$ cat config.mk
export PLATFORM = sky130hd
export DESIGN_NAME = sccd_front
export DESIGN_NICKNAME = d
export VERILOG_FILES = /design/src/rtl/sector_cache_clock_directory_assert.svh /design/src/rtl/sccd_pkg.sv /design/src/rtl/sccd_front.sv
export SDC_FILE = /design/constraint.sdc
export NUM_CORES = 1
export LEC_CHECK = 0
export BUFFER_PORTS_ARGS = -buffer_cell sky130_fd_sc_hd__buf_2
export CAP_MARGIN = 25
export CORE_MARGIN = 2
export CORE_UTILIZATION = 54
export CTS_BUF_LIST = sky130_fd_sc_hd__clkbuf_8
export CTS_CLUSTER_DIAMETER = 80
export DETAILED_ROUTE_END_ITERATION = 10
export PLACE_DENSITY_LB_ADDON = 0.05
export SYNTH_ARGS = -nofsm -noshare
export SYNTH_HDL_FRONTEND = slang
export SYNTH_SLANG_ARGS = --single-unit
$ cat constraint.sdc
create_clock -name clock -period 3.67 [get_ports clock]
set_input_delay 0.1835 -clock clock [delete_from_list [all_inputs] [get_ports clock]]
set_output_delay 0.1835 -clock clock [all_outputs]
set_load 0.1 [all_outputs]
$ cat src/rtl/sector_cache_clock_directory_assert.svh
// Assertion macros used by the directory RTL.
`ifndef SECTOR_CACHE_CLOCK_DIRECTORY_ASSERT_SVH
`define SECTOR_CACHE_CLOCK_DIRECTORY_ASSERT_SVH
`ifndef SYNTHESIS
`define SCCD_ASSERT_ALWAYS(label, clk, rst, cond) \
   label: assert property (@(posedge clk) disable iff (rst) (cond)) \
      else $error("assertion failed");
`define SCCD_ASSERT_IMPLIES(label, clk, rst, ante, cons) \
   label: assert property (@(posedge clk) disable iff (rst) (ante) |-> (cons)) \
      else $error("assertion failed");
`else
`define SCCD_ASSERT_ALWAYS(label, clk, rst, cond)
`define SCCD_ASSERT_IMPLIES(label, clk, rst, ante, cons)
`endif
`endif

$ cat src/rtl/sccd_pkg.sv
`timescale 1ns / 1ps
package sccd_pkg;
   localparam int ENTRIES     = 64;
   localparam int SECTOR_BITS = 32;
   localparam int IDX_W       = (ENTRIES > 1) ? $clog2(ENTRIES) : 1;
   localparam int SLOT_W      = 6;
   localparam int SEC_W       = 32;
   localparam int CNT_W       = 32;
   localparam int KIND_W      = 2;

   localparam logic [KIND_W-1:0] KIND_READ  = 2'd0;
   localparam logic [KIND_W-1:0] KIND_WRITE = 2'd1;
   localparam logic [KIND_W-1:0] KIND_FLUSH = 2'd2;
   localparam logic [KIND_W-1:0] KIND_INVAL = 2'd3;

   typedef enum logic [1:0] {OP_READ, OP_WRITE, OP_FLUSH, OP_INVAL} op_type;
   typedef enum logic [1:0] {ST_IDLE, ST_LOOKUP, ST_SWEEP, ST_SCAN} state_type;

   typedef struct packed {
      op_type                 op;
      logic [SECTOR_BITS-1:0] sector;
   } item_type;

   // lowest set bit of a directory-wide vector
   function automatic logic [IDX_W-1:0] first_set(input logic [ENTRIES-1:0] vec);
      logic [IDX_W-1:0] idx;
      idx = '0;
      for (int i = ENTRIES - 1; i >= 0; i--) begin
         if (vec[i]) idx = IDX_W'(i);
      end
      return idx;
   endfunction
endpackage

$ cat src/rtl/sccd_front.sv
`timescale 1ns / 1ps
module sccd_front import sccd_pkg::*; (
   input  logic              clock,
   input  logic              reset,
   input  logic              req_valid,
   output logic              req_ready,
   input  logic [KIND_W-1:0] req_kind,
   input  logic [SEC_W-1:0]  req_sector,
   output logic              item_valid,
   output item_type          item,
   input  logic              item_pop
);
   item_type   q_ff [2];
   logic [1:0] cnt_ff, cnt_in;
   logic       rd_ff, rd_in, wr_ff, wr_in;
   item_type   cls;
   logic       push;

   always_comb begin
      case (req_kind)
         KIND_READ:  cls.op = OP_READ;
         KIND_WRITE: cls.op = OP_WRITE;
         KIND_FLUSH: cls.op = OP_FLUSH;
         KIND_INVAL: cls.op = OP_INVAL;
         default:    cls.op = OP_READ;
      endcase
      cls.sector = req_sector[SECTOR_BITS-1:0];
   end

   assign req_ready  = (cnt_ff != 2'd2);
   assign push       = req_valid && req_ready;
   assign item_valid = (cnt_ff != 2'd0);
   assign item       = q_ff[rd_ff];

   always_comb begin
      cnt_in = cnt_ff;
      rd_in  = rd_ff;
      wr_in  = wr_ff;
      if (push) begin
         wr_in  = ~wr_ff;
         cnt_in = cnt_in + 2'd1;
      end
      if (item_pop && item_valid) begin
         rd_in  = ~rd_ff;
         cnt_in = cnt_in - 2'd1;
      end
   end

   always_ff @(posedge clock) begin
      if (reset) begin
         cnt_ff <= '0;
         rd_ff  <= 1'b0;
         wr_ff  <= 1'b0;
      end else begin
         cnt_ff <= cnt_in;
         rd_ff  <= rd_in;
         wr_ff  <= wr_in;
      end
   end

   always_ff @(posedge clock) begin
      if (push) q_ff[wr_ff] <= cls;
   end
endmodule

== Word-level counts from Yosys, hierarchy flattened ==
Memories as Yosys holds them, arrays and structs flattened. A register that Yosys moved wholly into a read port is not among the register bits.
Cells that the tools add are included.
Cells by class
  $add $sub $neg: 2
  equality and inequality tests: 4
  muxes and demuxes: 7
  bitwise operators: 2
  reductions and logical operators: 4
Operators by type and width (count)
  $pmux 2 s4: 1
  $eq 2x2->1 const B: 2
  $mux 1: 4
  $mux 2: 2
  $add 2x1->2 const B: 1
  $eq 2x1->1 const B: 1
  $logic_and 1x1->1: 2
  $logic_not 2->1: 1
  $ne 2x2->1 const B: 1
  $not 1->1: 2
  $reduce_bool 2->1: 1
  $sub 2x1->2 const B: 1
Storage, ports and cells
  flip-flop bits (word level): 4
  bits in writable memories: 68
  output and inout bits: 36
  logic and storage cells: 23
  memories kept: 1
Memory list
  q_ff: depth 2, bits a word 34, read ports 1, clocked after memory_dff 1, wr ports 1, RTL line sccd_front.sv:13  | item_type q_ff [2];

== Depth between registers and ports, before layout ==
  word-level depth: 5
  mapped depth: 7

== Worst setup path before layout ==
OpenSTA, ideal clock, no wires.
  path kind: flip-flop to flip-flop
  from: register cnt_ff[0]
  to: memory q_ff[0][0] (netlist name), enable pin
  setup time: 427 ps
  data arrival time: 2314 ps
  data required time: 3243 ps
  path slack: 929 ps
  stages on the path, launching flop included: 5
  buffers on the path: 0
  cells stage by stage: dfxtp_1 -> inv_1 -> ha_1 -> nand2b_1 -> nor2_1
On the way
  word-level cells in the longest chain between the ends: 4
Ends and longest elaborated chain
  from (decl): RTL line sccd_front.sv:14  | logic [1:0] cnt_ff, cnt_in;
  from (signal assigned): RTL line sccd_front.sv:55  | cnt_ff <= cnt_in;
  $ne 2x2->1: RTL line sccd_front.sv:30  | assign req_ready = (cnt_ff != 2'd2);
  $logic_and 1x1->1: RTL line sccd_front.sv:31  | assign push = req_valid && req_ready;
  $mux 1: RTL line sccd_front.sv:62  | if (push) q_ff[wr_ff] <= cls;
  $mux 1 (implied by the code): RTL line sccd_front.sv:62
  to (decl): RTL line sccd_front.sv:13
No other way between the ends.

== Worst setup path after layout ==
  from: register cnt_ff[0]
  to: memory q_ff[0][31] (netlist name), enable pin
Same word-level chain as after synthesis.

==> run summary <==
Status -> finished, final reports clean
CTS resizes -> 0
CTS sink count -> 73
Vias -> 1439
Setup Viol. Count Final -> 0
GRT overflow -> 0
Metal3 WL -> 287 um
Top sig layer -> met4
Worst-Skew Late Latency -> 0.33 ns
Total wire length -> 4.45 mm
ANT nets after route -> 0
Worst-Margin Slew -> 0.979 ns
Layout Skew -> 0.00876 ns
Slew HR -> 34.6%
Core ar. -> 0.00482 mm2
Syn_nets -> 183
Routed len/inst -> 15.2 um
Seq cells post-synth -> 73
Drt via density -> 4.93
Port Buffers -> 73
Die Wd -> 75.2 um
Crit share post-route -> 59.8%
CTS Buf Count -> 9
Initial antenna violation count -> 0
Fill cells -> 320
Mapped Area -> 0.00274 mm2
TritonCTS clock tree -> yes
I/O pin count -> 74
Worst min path class -> input port to register
Ant. Diodes -> 0
Number of synthesized flops with an enable pin -> 68
Total track usage -> 16.1%
Largest net degree at the start of global routing -> 36
Worst-path clk slew -> 0.08 ns
CP required -> 3.62 ns
Synth cell types -> 21
CP arrival -> 2.15 ns
WL met2 -> 2.34 mm
Pre-Repair DR Iteration Count -> 4
Sequential share of the synthesized area -> 78.2%
Multi-input gate area -> 556 um2
Commonest non-fill, non-tap cell in the layout -> buf_2
Critical path launch point type -> register
Starting DRC count in detailed routing -> 63
Worst Path Buf+Inv -> 1
Share of layout cells above drive strength 1 -> 44.0%
Syn avg cell area -> 19.2 um2
Top_reg_cell synth -> edfxtp_1
GP Congestion -> 0.657
Global-route wire length before repair -> 6.33 mm
Clock Path Buffers -> 2
Die H -> 75.2 um
Final min period -> 2.20 ns
DPL Wire Length -> 2.95 mm
Crit path max-delay family -> simple AND/OR/NAND/NOR gates
WS Path Type -> register to register
Crit-path max cell delay -> 0.80 ns
Hold Vio Cnt, Final -> 0
Final Max Slew Viols -> 0
Starting Density -> 56.9%
Post-CTS Setup Inserts -> 0
Worst path slowest cell -> nor2_4
DIE AREA -> 0.00566 mm2
DRC -> 0
RSZ-0062 raised after global routing -> false
Synth-to-Final Area Change -> 24.3%
Worst Path Max Fanout -> 35
Clock root buffer -> clkbuf_8
Cells after Synth -> 143
Final setup margin -> 1.47 ns
Dpl ws -> 1.49 ns
Critical Path End Type -> register
CP cell instances -> inv_1 -> ha_1 -> nand2b_1 -> nor2_4
Core Rows -> 25
Wl on met1 -> 1.76 mm
Vias in the first global route -> 1431
CTS H-Tree Depth -> 3
Max_cap viols -> 0
Max Clk Rate -> 456 MHz
Register Area -> 0.00214 mm2
Layout Nets -> 260
Most frequent cells in the layout -> 73 x buf_2, 68 x edfxtp_1, 30 x mux2_1
Hold buffer count at cts -> 0
Post-route setup TNS -> 0 ns
Yosys warns -> 0
Async SR Flop Fraction -> 0%
==> sequential cells by signal, indices dropped and copies added (netlist names), named ones only <==
| name | flops |
|---|---|
| rd_ff | 1 |
| cnt_ff | 2 |
| wr_ff | 1 |
| q_ff | 68 |
==> per-stage QoR <==
| step | area, um2 | cells | utilization [%] | hold WS (ns) |
|---|---|---|---|---|
| floorplan | 2740 | 143 | - | 0.246 |
| global placement | 3170 | 276 | 65.7 | 0.370 |
| detailed placement | 3170 | 276 | 65.7 | 0.377 |
| CTS | 3410 | 292 | 70.7 | 0.0201 |
| global route | 3410 | 292 | 70.7 | 0.0134 |
| finish | 3410 | 292 | 70.7 | 0.0350 |
==> layout make-up <==
type / count / share of cell area [%]
Clock buffer: 9 / 3.64
Clock inverter: 7 / 3.42
Inverter: 5 / 0.551
Multi-Input combinational cell: 58 / 16.3
Sequential cell: 73 / 62.9
Tap cell: 67 / 2.46
Timing Repair Buffer: 73 / 10.7
==> layer usage <==
layer | up-vias | GRT usage (%)
li1 | 688 | -
met1 | 692 | 16.5
met2 | 52 | 29.0
met3 | 7 | 5.22
met4 | 0 | 8.77
met5 | - | 0
==> synthesized netlist by cell type (2+ instances only) <==
library cell | n | area, um2
edfxtp_1 | 68 | 2040
inv_1 | 5 | 18.8
clkbuf_1 | 2 | 7.51
ha_1 | 2 | 25.0
nor2_1 | 9 | 33.8
mux2_1 | 30 | 338
dfxtp_1 | 5 | 100
buf_2 | 4 | 20.0
mux2_2 | 4 | 45.0
xnor2_1 | 3 | 26.3
==> cells by family (layout without fill, tap and decap cells) <==
family	Yosys count	count (layout)	synth area share [%]
XOR/XNOR	3	3	0.959
multiplexers	34	34	14.0
AO/OA/AOI/OAI	3	3	1.05
adder cells (fa/ha/maj)	2	2	0.913
flip-flops	73	73	78.2
buffers and inverters	12	94	2.10
AND/OR/NAND/NOR	16	16	2.83
==> final timing paths <==
path	startpoint	endpoint	slack (ns)	depth (start not counted)
worst max register to register	cnt_ff[0]	q_ff[0][31]	1.47	4
worst min-delay path	req_sector[15]	q_ff[1][15]	0.04	1
worst min register to register	rd_ff	rd_ff	0.53	2
worst max-delay path	cnt_ff[0]	q_ff[0][31]	1.47	4
Power is left out: the tool's default activity adds up to more than one toggle a clock period on the data nets, which glitch-free logic cannot reach.
